--- src/rtl/upen_pkg.sv ---
`default_nettype none

package upen_pkg;

    localparam logic [7:0] PCT_CHAR    = 8'h25;
    localparam logic [7:0] SLASH_CHAR  = 8'h2F;
    localparam logic [3:0] NIBBLE_MASK = 4'hF;
    localparam int unsigned MAX_RESULTS = 3;

    localparam logic [1:0] HELD_NONE  = 2'd0;
    localparam logic [1:0] HELD_PCT   = 2'd1;
    localparam logic [1:0] HELD_DIGIT = 2'd2;

    typedef struct packed {
        logic [1:0]                       count;
        logic                             text_end;
        logic [MAX_RESULTS-1:0][7:0]      bytes;
    } upen_group_t;

    typedef struct packed {
        logic [1:0] held_count;
        logic [7:0] held_digit;
    } upen_state_t;

    // {valid, nibble}
    function automatic logic [4:0] hex_val(input logic [7:0] c);
        logic [4:0] r;
        r = '0;
        if (c >= 8'h30 && c <= 8'h39)
        begin
            r = {1'b1, c[3:0]};
        end
        else if ((c >= 8'h41 && c <= 8'h46) || (c >= 8'h61 && c <= 8'h66))
        begin
            r = {1'b1, c[3:0] + 4'd9};
        end
        return r;
    endfunction

    function automatic logic [7:0] hex_char(input logic [3:0] v);
        logic [3:0] m;
        m = v & NIBBLE_MASK;
        return (m < 4'd10) ? (8'h30 + {4'd0, m}) : (8'h41 + {4'd0, m} - 8'd10);
    endfunction

    function automatic logic is_unreserved(input logic [7:0] c);
        return (c >= 8'h41 && c <= 8'h5A) || (c >= 8'h61 && c <= 8'h7A) ||
               (c >= 8'h30 && c <= 8'h39) || c == 8'h2D || c == 8'h2E ||
               c == 8'h5F || c == 8'h7E;
    endfunction

endpackage

`default_nettype wire

--- src/rtl/uri_percent_encoding_normalizer.sv ---
// path: input register, combinational step, output register, first result item
// throughput: one input item per cycle while each yields at most one result
// and m_tready is high; a multi-result item holds the single-byte output port
// reset: asynchronous, active low; clears held escape state and all valid flags,
// decode_slash returns to 1
`default_nettype none

module uri_percent_encoding_normalizer (
    input  wire logic       clk,
    input  wire logic       rst_n,
    input  wire logic       cfg_we,
    input  wire logic       cfg_wdata,  // decode_slash
    input  wire logic       s_tvalid,
    output logic            s_tready,
    input  wire logic [7:0] s_tdata,    // in_byte
    input  wire logic       s_tlast,    // string_end
    output logic            m_tvalid,
    input  wire logic       m_tready,
    output logic [7:0]      m_tdata,    // out_byte
    output logic            m_tuser,    // run_last
    output logic            m_tlast     // text_last
);
    import upen_pkg::*;

    logic        decode_slash_reg;
    logic        in_valid_reg, in_valid_next;
    logic [7:0]  in_byte_reg;
    logic        in_last_reg;
    upen_state_t state_reg;
    upen_state_t state_next;
    upen_group_t group;
    logic        out_free;
    logic        advance;
    logic        load;

    upen_step u_step (
        .decode_slash (decode_slash_reg),
        .in_byte      (in_byte_reg),
        .string_end   (in_last_reg),
        .state_cur    (state_reg),
        .state_next   (state_next),
        .group        (group)
    );

    upen_out u_out (
        .clk      (clk),
        .rst_n    (rst_n),
        .load     (load),
        .group_in (group),
        .free     (out_free),
        .m_tvalid (m_tvalid),
        .m_tready (m_tready),
        .m_tdata  (m_tdata),
        .m_tuser  (m_tuser),
        .m_tlast  (m_tlast)
    );

    assign advance  = in_valid_reg && (group.count == 2'd0 || out_free);
    assign load     = advance && (group.count != 2'd0);
    assign s_tready = !in_valid_reg || advance;

    always_comb
    begin
        in_valid_next = in_valid_reg;
        if (advance)
        begin
            in_valid_next = 1'b0;
        end
        if (s_tvalid && s_tready)
        begin
            in_valid_next = 1'b1;
        end
    end

    always_ff @(posedge clk or negedge rst_n)
    begin
        if (!rst_n)
        begin
            decode_slash_reg <= 1'b1;
            in_valid_reg     <= 1'b0;
            state_reg        <= '0;
        end
        else
        begin
            if (cfg_we)
            begin
                decode_slash_reg <= cfg_wdata;
            end
            in_valid_reg <= in_valid_next;
            if (advance)
            begin
                state_reg <= state_next;
            end
        end
    end

    always_ff @(posedge clk)
    begin
        if (s_tvalid && s_tready)
        begin
            in_byte_reg <= s_tdata;
            in_last_reg <= s_tlast;
        end
    end

    // end of string always leaves nothing held
    a_end_clears: assert property (@(posedge clk) disable iff (!rst_n)
        advance && in_last_reg |=> state_reg.held_count == HELD_NONE)
        else $error("held state survives end of string");

    // text end only on the last result of an item
    a_tlast_run: assert property (@(posedge clk) disable iff (!rst_n)
        m_tvalid && m_tlast |-> m_tuser)
        else $error("tlast without run end");

    // a run keeps going until its last result is taken
    a_run_holds: assert property (@(posedge clk) disable iff (!rst_n)
        m_tvalid && m_tready && !m_tuser |=> m_tvalid)
        else $error("result run broken off");

    // a new group never overwrites one still being delivered
    a_no_overrun: assert property (@(posedge clk) disable iff (!rst_n)
        load |-> out_free)
        else $error("result group overwritten");

endmodule

`default_nettype wire

--- src/rtl/upen_step.sv ---
`default_nettype none

module upen_step (
    input  wire logic                 decode_slash,
    input  wire logic [7:0]           in_byte,
    input  wire logic                 string_end,
    input  wire upen_pkg::upen_state_t state_cur,
    output upen_pkg::upen_state_t     state_next,
    output upen_pkg::upen_group_t     group
);
    import upen_pkg::*;

    logic [4:0] held_hex;
    logic [4:0] byte_hex;
    logic [7:0] value;
    logic       fresh;
    logic [1:0] n;
    logic [1:0] hc;
    logic [7:0] hd;
    logic [MAX_RESULTS-1:0][7:0] bytes;

    assign held_hex = hex_val(state_cur.held_digit);
    assign byte_hex = hex_val(in_byte);
    assign value    = {held_hex[3:0], byte_hex[3:0]};

    always_comb
    begin
        n     = 2'd0;
        bytes = '0;
        fresh = 1'b1;
        hc    = state_cur.held_count;
        hd    = state_cur.held_digit;
        case (state_cur.held_count)
            HELD_DIGIT:
            begin
                if (held_hex[4] && byte_hex[4])
                begin
                    if (is_unreserved(value) || (decode_slash && value == SLASH_CHAR))
                    begin
                        bytes[n] = value;
                        n = n + 2'd1;
                    end
                    else
                    begin
                        bytes[n] = PCT_CHAR;
                        n = n + 2'd1;
                        bytes[n] = hex_char(value[7:4]);
                        n = n + 2'd1;
                        bytes[n] = hex_char(value[3:0]);
                        n = n + 2'd1;
                    end
                    fresh = 1'b0;
                end
                else
                begin
                    bytes[n] = PCT_CHAR;
                    n = n + 2'd1;
                    bytes[n] = state_cur.held_digit;
                    n = n + 2'd1;
                end
                hc = HELD_NONE;
            end
            HELD_PCT:
            begin
                if (byte_hex[4])
                begin
                    hd    = in_byte;
                    hc    = HELD_DIGIT;
                    fresh = 1'b0;
                end
                else
                begin
                    bytes[n] = PCT_CHAR;
                    n = n + 2'd1;
                    hc = HELD_NONE;
                end
            end
            default:
            begin
                hc = HELD_NONE;
            end
        endcase

        if (fresh)
        begin
            if (in_byte == PCT_CHAR)
            begin
                hc = HELD_PCT;
            end
            else
            begin
                bytes[n] = in_byte;
                n = n + 2'd1;
            end
        end

        if (string_end)
        begin
            if (hc != HELD_NONE)
            begin
                bytes[n] = PCT_CHAR;
                n = n + 2'd1;
            end
            if (hc == HELD_DIGIT)
            begin
                bytes[n] = hd;
                n = n + 2'd1;
            end
            hc = HELD_NONE;
            hd = 8'd0;
        end

        state_next.held_count = hc;
        state_next.held_digit = hd;
        group.count           = n;
        group.text_end        = string_end;
        group.bytes           = bytes;
    end

endmodule

`default_nettype wire

--- src/rtl/upen_out.sv ---
`default_nettype none

module upen_out (
    input  wire logic                  clk,
    input  wire logic                  rst_n,
    input  wire logic                  load,
    input  wire upen_pkg::upen_group_t group_in,
    output logic                       free,
    output logic                       m_tvalid,
    input  wire logic                  m_tready,
    output logic [7:0]                 m_tdata,
    output logic                       m_tuser,
    output logic                       m_tlast
);
    import upen_pkg::*;

    logic [1:0]                  count_reg, count_next;
    logic [1:0]                  idx_reg, idx_next;
    logic                        end_reg;
    logic [MAX_RESULTS-1:0][7:0] bytes_reg;
    logic                        last_byte;
    logic                        take;

    assign m_tvalid  = (count_reg != 2'd0);
    assign last_byte = (idx_reg == count_reg - 2'd1);
    assign take      = m_tvalid && m_tready;
    assign free      = !m_tvalid || (take && last_byte);
    assign m_tuser   = last_byte;
    assign m_tlast   = last_byte && end_reg;

    always_comb
    begin
        case (idx_reg)
            2'd0:    m_tdata = bytes_reg[0];
            2'd1:    m_tdata = bytes_reg[1];
            default: m_tdata = bytes_reg[2];
        endcase
    end

    always_comb
    begin
        count_next = count_reg;
        idx_next   = idx_reg;
        if (take)
        begin
            if (last_byte)
            begin
                count_next = 2'd0;
                idx_next   = 2'd0;
            end
            else
            begin
                idx_next = idx_reg + 2'd1;
            end
        end
        if (load)
        begin
            count_next = group_in.count;
            idx_next   = 2'd0;
        end
    end

    always_ff @(posedge clk or negedge rst_n)
    begin
        if (!rst_n)
        begin
            count_reg <= 2'd0;
            idx_reg   <= 2'd0;
        end
        else
        begin
            count_reg <= count_next;
            idx_reg   <= idx_next;
        end
    end

    always_ff @(posedge clk)
    begin
        if (load)
        begin
            end_reg   <= group_in.text_end;
            bytes_reg <= group_in.bytes;
        end
    end

endmodule

`default_nettype wire
--- config.mk ---
export PLATFORM = sky130hd
export DESIGN_NAME = uri_percent_encoding_normalizer
export DESIGN_NICKNAME = d
export VERILOG_FILES = /design/src/rtl/upen_pkg.sv /design/src/rtl/uri_percent_encoding_normalizer.sv /design/src/rtl/upen_step.sv /design/src/rtl/upen_out.sv
export SDC_FILE = /design/constraint.sdc
export NUM_CORES = 1
export LEC_CHECK = 0
export BUFFER_PORTS_ARGS = -buffer_cell sky130_fd_sc_hd__clkbuf_2
export CAP_MARGIN = 15
export CORE_MARGIN = 5
export CORE_UTILIZATION = 50
export CTS_BUF_LIST = sky130_fd_sc_hd__clkbuf_8 sky130_fd_sc_hd__clkbuf_16
export CTS_CLUSTER_DIAMETER = 60
export CTS_CLUSTER_SIZE = 10
export DETAILED_ROUTE_END_ITERATION = 8
export PLACE_DENSITY_LB_ADDON = 0.25
export SYNTH_ARGS = -nofsm -noshare
export SYNTH_HDL_FRONTEND = slang
export SYNTH_SLANG_ARGS = --single-unit
--- constraint.sdc ---
create_clock -name clk -period 7.2 [get_ports clk]
set_input_delay 1.44 -clock clk [delete_from_list [all_inputs] [get_ports clk]]
set_output_delay 1.44 -clock clk [all_outputs]
set_load 0.005 [all_outputs]
==> results of run 1 <==
## worst max path at each step
stage | depth (start not counted) | start | to
finish | 29 | in_byte_reg[0]$_DFFE_PP_ | s_tready
global route | 29 | in_byte_reg[0]$_DFFE_PP_ | s_tready
CTS | 29 | in_byte_reg[0]$_DFFE_PP_ | s_tready
detailed placement | 28 | in_byte_reg[0]$_DFFE_PP_ | s_tready
global placement | 29 | in_byte_reg[0]$_DFFE_PP_ | s_tready
floorplan | 29 | in_byte_reg[0]$_DFFE_PP_ | s_tready
## metrics by stage
stage / cell area [µm²] / setup WS (ns) / hold slack [ns] / util [%]
6_report: 5035 / -0.2733 / 0.5713 / 62.21
5_1_grt: 5035 / -0.4244 / 0.5973 / 62.21
4_1_cts: 4960 / -0.1592 / 0.5694 / 61.29
3_5_place_dp: 4736 / -0.1404 / 0.5535 / 58.52
3_3_place_gp: 4736 / 0.1048 / 0.5352 / 58.52
2_1_floorplan: 4264 / -0.05058 / 0.4244 / -
## cell usage in the layout (no fill, tap or decap), types with 6 or more instances in the layout
master     Yosys  final
a22oi_1       24     24
nor3_1         8      8
ha_1          30     21
a211oi_1       9      7
o2bb2ai_1      8      7
a21o_1         6      6
ha_4           0      7
nand3_1       13     13
nand4_1        6      6
buf_4          0     53
nor2_1        29     24
nand2_1       59     58
inv_1         30     25
dfrtp_1       15     15
o21ai_0       21     19
clkbuf_2       1     26
edfxtp_1      34     34
and3_1        13     12
a21oi_1       17     17
## tightest hold or removal path, cell delays in order, from the launching register on
cell     delay [ns]
dfrtp_1        0.40
nand2_1        0.06
o22ai_1        0.07
## logic make-up (layout without fill, tap and decap cells)
| kind of cell | Yosys count | in the layout |
|---|---|---|
| adders and majority gates | 30 | 30 |
| xor gates and xnor gates | 5 | 5 |
| muxes | 6 | 6 |
| AOI/OAI and AO/OA | 150 | 150 |
| buffers and inverters | 49 | 120 |
| and+or+nand+nor | 167 | 167 |
| DFF | 50 | 50 |
## layer usage
layer  share of wire (%)  global-route usage [%]  vias to the layer above  wire, µm
li1                    -                       -                     1881         -
met1                  41                   33.26                     1888      5041
met2                  46                   39.14                      245      5573
met3                 8.0                   3.599                       75       971
met4                 5.1                   10.67                        0       626
met5                   0                       0                        -         0
## area by class of cell
type | instances | area, µm² | share of cell area (%)
multi-input combinational | 358 | 2713 | 53.88
sequential | 50 | 1423 | 28.26
clock buffer | 5 | 68.82 | 1.367
clock inverter | 3 | 21.27 | 0.4225
inverter | 31 | 118.9 | 2.361
tap | 105 | 131.4 | 2.609
timing repair buffer | 81 | 559.3 | 11.11
## repair_timing
action	in CTS	in global routing
endpoints found under the setup margin	1	1
pin swaps	12	5
resized for setup	8	8
setup buffers	10	4
## power groups by stage
| stage | logic, µW | registers [µW] | clock network (µW) |
|---|---|---|---|
| 2_1_floorplan | 424 | 460 | 0 |
| 3_3_place_gp | 635 | 476 | 0 |
| 3_5_place_dp | 648 | 478 | 0 |
| 4_1_cts | 666 | 471 | 174 |
| 5_1_grt | 755 | 483 | 191 |
| 6_report | 684 | 474 | 175 |
==> results.sh, run 1 <==
export IMPL_fp_dieH_um=100.6
export IMPL_ir_drop_uv=249.4
export IMPL_synth_most_common_cell="nand2_1"
export IMPL_combPwrFrac_pct=51.3
export IMPL_p_leak_uw=0.002112
export IMPL_grt_use_total_pct=24.60
export IMPL_ios=27
export IMPL_violations="negative setup slack"
export IMPL_n_fill_cell=705
export IMPL_slowest_stage="or4b_4"
export IMPL_crit_buf_inv=2
export IMPL_dieArea_um2=10120
export IMPL_vias=4089
export IMPL_rrSetupSlack_ns=0.79
export IMPL_ys_seq_area_share_pct=34.66
export IMPL_path_common_cell="ha_4"
export IMPL_drtIter0Drc=390
export IMPL_tritoncts="built"
export IMPL_max_cap_violations=0
export IMPL_synthAdderAreaFrac_pct=9.146
export IMPL_whs_path_depth=2
export IMPL_wl_per_cell_um=19.29
export IMPL_portBuffers=26
export IMPL_syn_avg_cell_area_um2=8.980
export IMPL_synth_top_family_by_area="compound AO/OA/AOI/OAI gates"
export IMPL_grt_pass1_vias=3908
export IMPL_synth_edf_count=34
export IMPL_synth_top_area_share_pct=24.88
export IMPL_worstPathMaxFanout=4
export IMPL_synth_top_area_cell="edfxtp_1"
export IMPL_p_seq_share_pct=35.5
export IMPL_endpoint_kind="primary output"
export IMPL_final_cell_count_no_fill=633
export IMPL_cts_sinks=50
export IMPL_clockRootBuffer="clkbuf_8"
export IMPL_dpl_hpwl_um=9342
export IMPL_p_sw_share_pct=42.93
export IMPL_fin_crit_sh_pct=103.8
export IMPL_ys_top_cells_by_area="edfxtp_1, dfrtp_1, ha_1, nand2_1, a22oi_1"
export IMPL_worstPathArrival_ns=6.03
export IMPL_grt_first_pass_wirelength_um=19820
export IMPL_tns_ns=-0.2733
export IMPL_syn_area_um2=4104
export IMPL_p_per_area_nw_per_um2=264.9
export IMPL_min_from="u_out.count_reg[1]$_DFFE_PN0P_"
export IMPL_hold_class="flop to flop"
export IMPL_critPathKind="flop to primary output"
export IMPL_cts_buffers=5
export IMPL_rr_startpoint="in_byte_reg[0]$_DFFE_PP_"
export IMPL_period_needed_ns=7.473
export IMPL_timing_fmax_mhz=133.8
export IMPL_rr_worst_depth=29
export IMPL_clkLatencyLatePin_ns=0.33
export IMPL_worstMarginPinSlew_ns=1.026
export IMPL_intPower_uw=761.0
export IMPL_num_rows=33
export IMPL_largest_reg_flops=24
export IMPL_netlist_instances=457
export IMPL_hold_viol=0
export IMPL_setup_violations=1
export IMPL_start_kind="flop"
export IMPL_gp_congestion=1.021
export IMPL_p_total_uw=1334
export IMPL_ant_nets=0
export IMPL_max_slew_margin_pct=31.01
export IMPL_die_w_um=100.6
export IMPL_placedCellCount=611
export IMPL_coreArea_um2=8093
export IMPL_synth_common_cells="nand2_1, edfxtp_1, ha_1, inv_1, nor2_1"
export IMPL_synth_compound_area_share_pct=27.07
export IMPL_synth_seq_cells=50
export IMPL_grt_antenna_before_repair=0
export IMPL_cpPeakStageDelay_ns=0.53
export IMPL_synthSimpleGateAreaFrac_pct=21.22
export IMPL_status="finished, violations left"
export IMPL_rsz0062_at_grt="true"
export IMPL_cts_reportedPaths_clkPinSlew_ns=0.11
export IMPL_clkPwrFrac_pct=13.1
export IMPL_drv_slew=0
export IMPL_fin_ws_ns=-0.2733
export IMPL_grt_max_degree=28
export IMPL_diodes=0
export IMPL_synth_yosys_warnings=0
export IMPL_ys_flop_type="edfxtp_1"
export IMPL_post_drt_via_cell_ratio=6.460
export IMPL_drive_above_1_share_pct=27.65
export IMPL_min_to="u_out.count_reg[1]$_DFFE_PN0P_"
export IMPL_switchingPower_uw=572.6
export IMPL_async_reset_ff_share_pct=32.00
export IMPL_critical_path_top_delay_family="compound AO/OA/AOI/OAI gates"
export IMPL_holdBufCountCts=0
export IMPL_routed_wl_um=12210
export IMPL_floorplan_initialDensity_pct=50.71
export IMPL_synth_distinct_cells=77
export IMPL_fin_worst_skew_ns=0.01641
export IMPL_r2r_end="state_reg[7]$_DFFE_PN0N_"
export IMPL_overflow=0
export IMPL_synth_fp_nets=502
export IMPL_cp_data_required_time_ns=5.76
export IMPL_drcViolationCount=0
export IMPL_drtPass1Iterations=7
export IMPL_synthMuxAreaShare_pct=1.555
export IMPL_area_delta_synth_final_pct=22.68
export IMPL_final_nets=572
export IMPL_synth_xor_area_share_pct=1.067
export IMPL_cts_htree_levels=2
export IMPL_clk_path_buf_depth=2
No activity file was read; power rests on OpenSTA's default activity.
==> inputs of run 2 (changes only) <==
- BUFFER_PORTS_ARGS: -buffer_cell sky130_fd_sc_hd__clkbuf_2 -> unset
- DONT_BUFFER_PORTS: unset -> 1
==> run 2 against run 1 <==
Routed wire length decreased by 0.39%. Non-clock buffer count decreased by 7. Global-route usage decreased by 0.11 points. Combinational power decreased by 2%. Final cell count decreased by 1.1%. Largest cell class unchanged. Clock power increased by 15%. First-iteration DRC count decreased by 30%. The flow still finishes with violations (negative setup slack). Die area unchanged.
==> results.sh, run 2 (same netlist as run 1, synthesis figures left out) <==
export IMPL_worstPathArrival_ns=6.00
export IMPL_die_w_um=100.6
export IMPL_timing_fmax_mhz=134.5
export IMPL_max_slew_margin_pct=32.97
export IMPL_tns_ns=-0.2357
export IMPL_p_per_area_nw_per_um2=262.4
export IMPL_critPathKind="flop to primary output"
export IMPL_cp_data_required_time_ns=5.76
export IMPL_critical_path_top_delay_family="compound AO/OA/AOI/OAI gates"
export IMPL_grt_max_degree=28
export IMPL_coreArea_um2=8093
export IMPL_final_nets=565
export IMPL_worstPathMaxFanout=4
export IMPL_drv_slew=0
export IMPL_drive_above_1_share_pct=27.06
export IMPL_drtIter0Drc=273
export IMPL_fin_area_um2=5135
export IMPL_worstMarginPinSlew_ns=0.9970
export IMPL_diodes=0
export IMPL_placedCellCount=581
export IMPL_final_common_cell="buf_4"
export IMPL_largest_reg_flops=24
export IMPL_grt_first_pass_wirelength_um=19760
export IMPL_cts_htree_levels=2
export IMPL_max_cap_violations=0
export IMPL_overflow=0
export IMPL_final_cell_mix="buf_4, nand2_1, edfxtp_1"
export IMPL_grt_use_total_pct=24.49
export IMPL_fin_ws_ns=-0.2357
export IMPL_start_kind="flop"
export IMPL_final_cell_count_no_fill=626
export IMPL_drtPass1Iterations=5
export IMPL_cts_buffers=5
export IMPL_floorplan_initialDensity_pct=50.71
export IMPL_hold_class="flop to flop"
export IMPL_ant_nets=0
export IMPL_cts_sinks=50
export IMPL_gp_congestion=0.9757
export IMPL_final_util_pct=63.45
export IMPL_hold_slack_ns=0.5580
export IMPL_endpoint_kind="primary output"
export IMPL_hold_viol=0
export IMPL_clk_path_buf_depth=2
export IMPL_drcViolationCount=0
export IMPL_ir_drop_uv=198.5
export IMPL_dieArea_um2=10120
export IMPL_fin_crit_sh_pct=103.3
export IMPL_status="finished, violations left"
export IMPL_grt_pass1_vias=3876
export IMPL_routed_wl_um=12170
export IMPL_rsz0062_at_grt="true"
export IMPL_violations="negative setup slack"
export IMPL_post_drt_via_cell_ratio=6.468
export IMPL_crit_buf_inv=2
export IMPL_period_needed_ns=7.436
export IMPL_tritoncts="built"
export IMPL_grt_antenna_before_repair=0
export IMPL_n_fill_cell=663
export IMPL_fp_dieH_um=100.6
export IMPL_clkLatencyLatePin_ns=0.32
export IMPL_placed_area_um2=4588
export IMPL_clockRootBuffer="clkbuf_8"
export IMPL_ios=27
export IMPL_path_common_cell="ha_4"
export IMPL_slowest_stage="edfxtp_1"
export IMPL_num_rows=33
export IMPL_wl_per_cell_um=19.43
export IMPL_p_leak_uw=0.002120
export IMPL_fin_worst_skew_ns=0.01909
export IMPL_dpl_hpwl_um=9043
export IMPL_cpPeakStageDelay_ns=0.47
export IMPL_setup_violations=1
export IMPL_cts_reportedPaths_clkPinSlew_ns=0.10
export IMPL_area_delta_synth_final_pct=25.12
export IMPL_portBuffers=0
export IMPL_vias=4049
[run 2: path summary, 6_finish.rpt]
| kind | start | endpoint | slack, ns | cells past startpoint |
|---|---|---|---|---|
| hold reg to reg | u_out.count_reg[1]$_DFFE_PN0P_ | u_out.count_reg[1]$_DFFE_PN0P_ | 0.56 | 2 |
| max in group asynchronous | rst_n | decode_slash_reg$_DFFE_PN1P_ | 6.23 | 0 |
| hold / removal | u_out.count_reg[1]$_DFFE_PN0P_ | u_out.count_reg[1]$_DFFE_PN0P_ | 0.56 | 2 |
| setup / recovery | in_byte_reg[0]$_DFFE_PP_ | s_tready | -0.24 | 29 |
| setup reg to reg | in_byte_reg[0]$_DFFE_PP_ | in_byte_reg[7]$_DFFE_PP_ | 0.07 | 38 |
| min in group asynchronous | rst_n | state_reg[1]$_DFFE_PN0N_ | 0.80 | 0 |
[run 2: layout make-up]
type / count / area, µm² / share of cell area (%)
Tap cell: 105 / 131.4 / 2.558
Clock buffer: 5 / 68.82 / 1.340
Timing Repair Buffer: 74 / 591.8 / 11.53
Clock inverter: 3 / 40.04 / 0.7797
Inverter: 31 / 118.9 / 2.315
Sequential cell: 50 / 1423 / 27.70
Multi-Input combinational cell: 358 / 2761 / 53.78
[run 2: per-layer routing]
layer,part of all wire (%),track usage (%)
met1,41,33.23
met3,7.1,3.391
met4,4.7,11.19
met2,47,38.68
met5,0,0
[run 2: power breakdown]
| group | internal (µW) | switching, µW |
|---|---|---|
| sequential | 415 | 64.5 |
| combinational | 270 | 397 |
| clock | 102 | 98.1 |
[run 2: per-stage QoR]
| stage | total power (µW) | worst slack [ns] |
|---|---|---|
| final | 1347 | -0.2357 |
| after global routing | 1444 | -0.4752 |
| after CTS | 1314 | -0.05515 |
| after detailed placement | 1061 | -0.004535 |
| after global placement | 1051 | 0.2087 |
| after floorplan | 884.5 | -0.05058 |
[run 2: tightest hold or removal path, cell delays in order (launching register included)]
cell	delay [ns]
dfrtp_1	0.39
nand2_1	0.06
o22ai_1	0.07
[run 2: what timing repair did]
| action | 4_1_cts | 5_1_grt |
|---|---|---|
| endpoints found under the hold margin | 0 | 0 |
| endpoints found under the setup margin | 1 | 10 |
| hold buffers | 0 | 0 |
| pin swaps | 21 | 14 |
| buffers inserted | 32 | 5 |
| resized for setup | 8 | 17 |
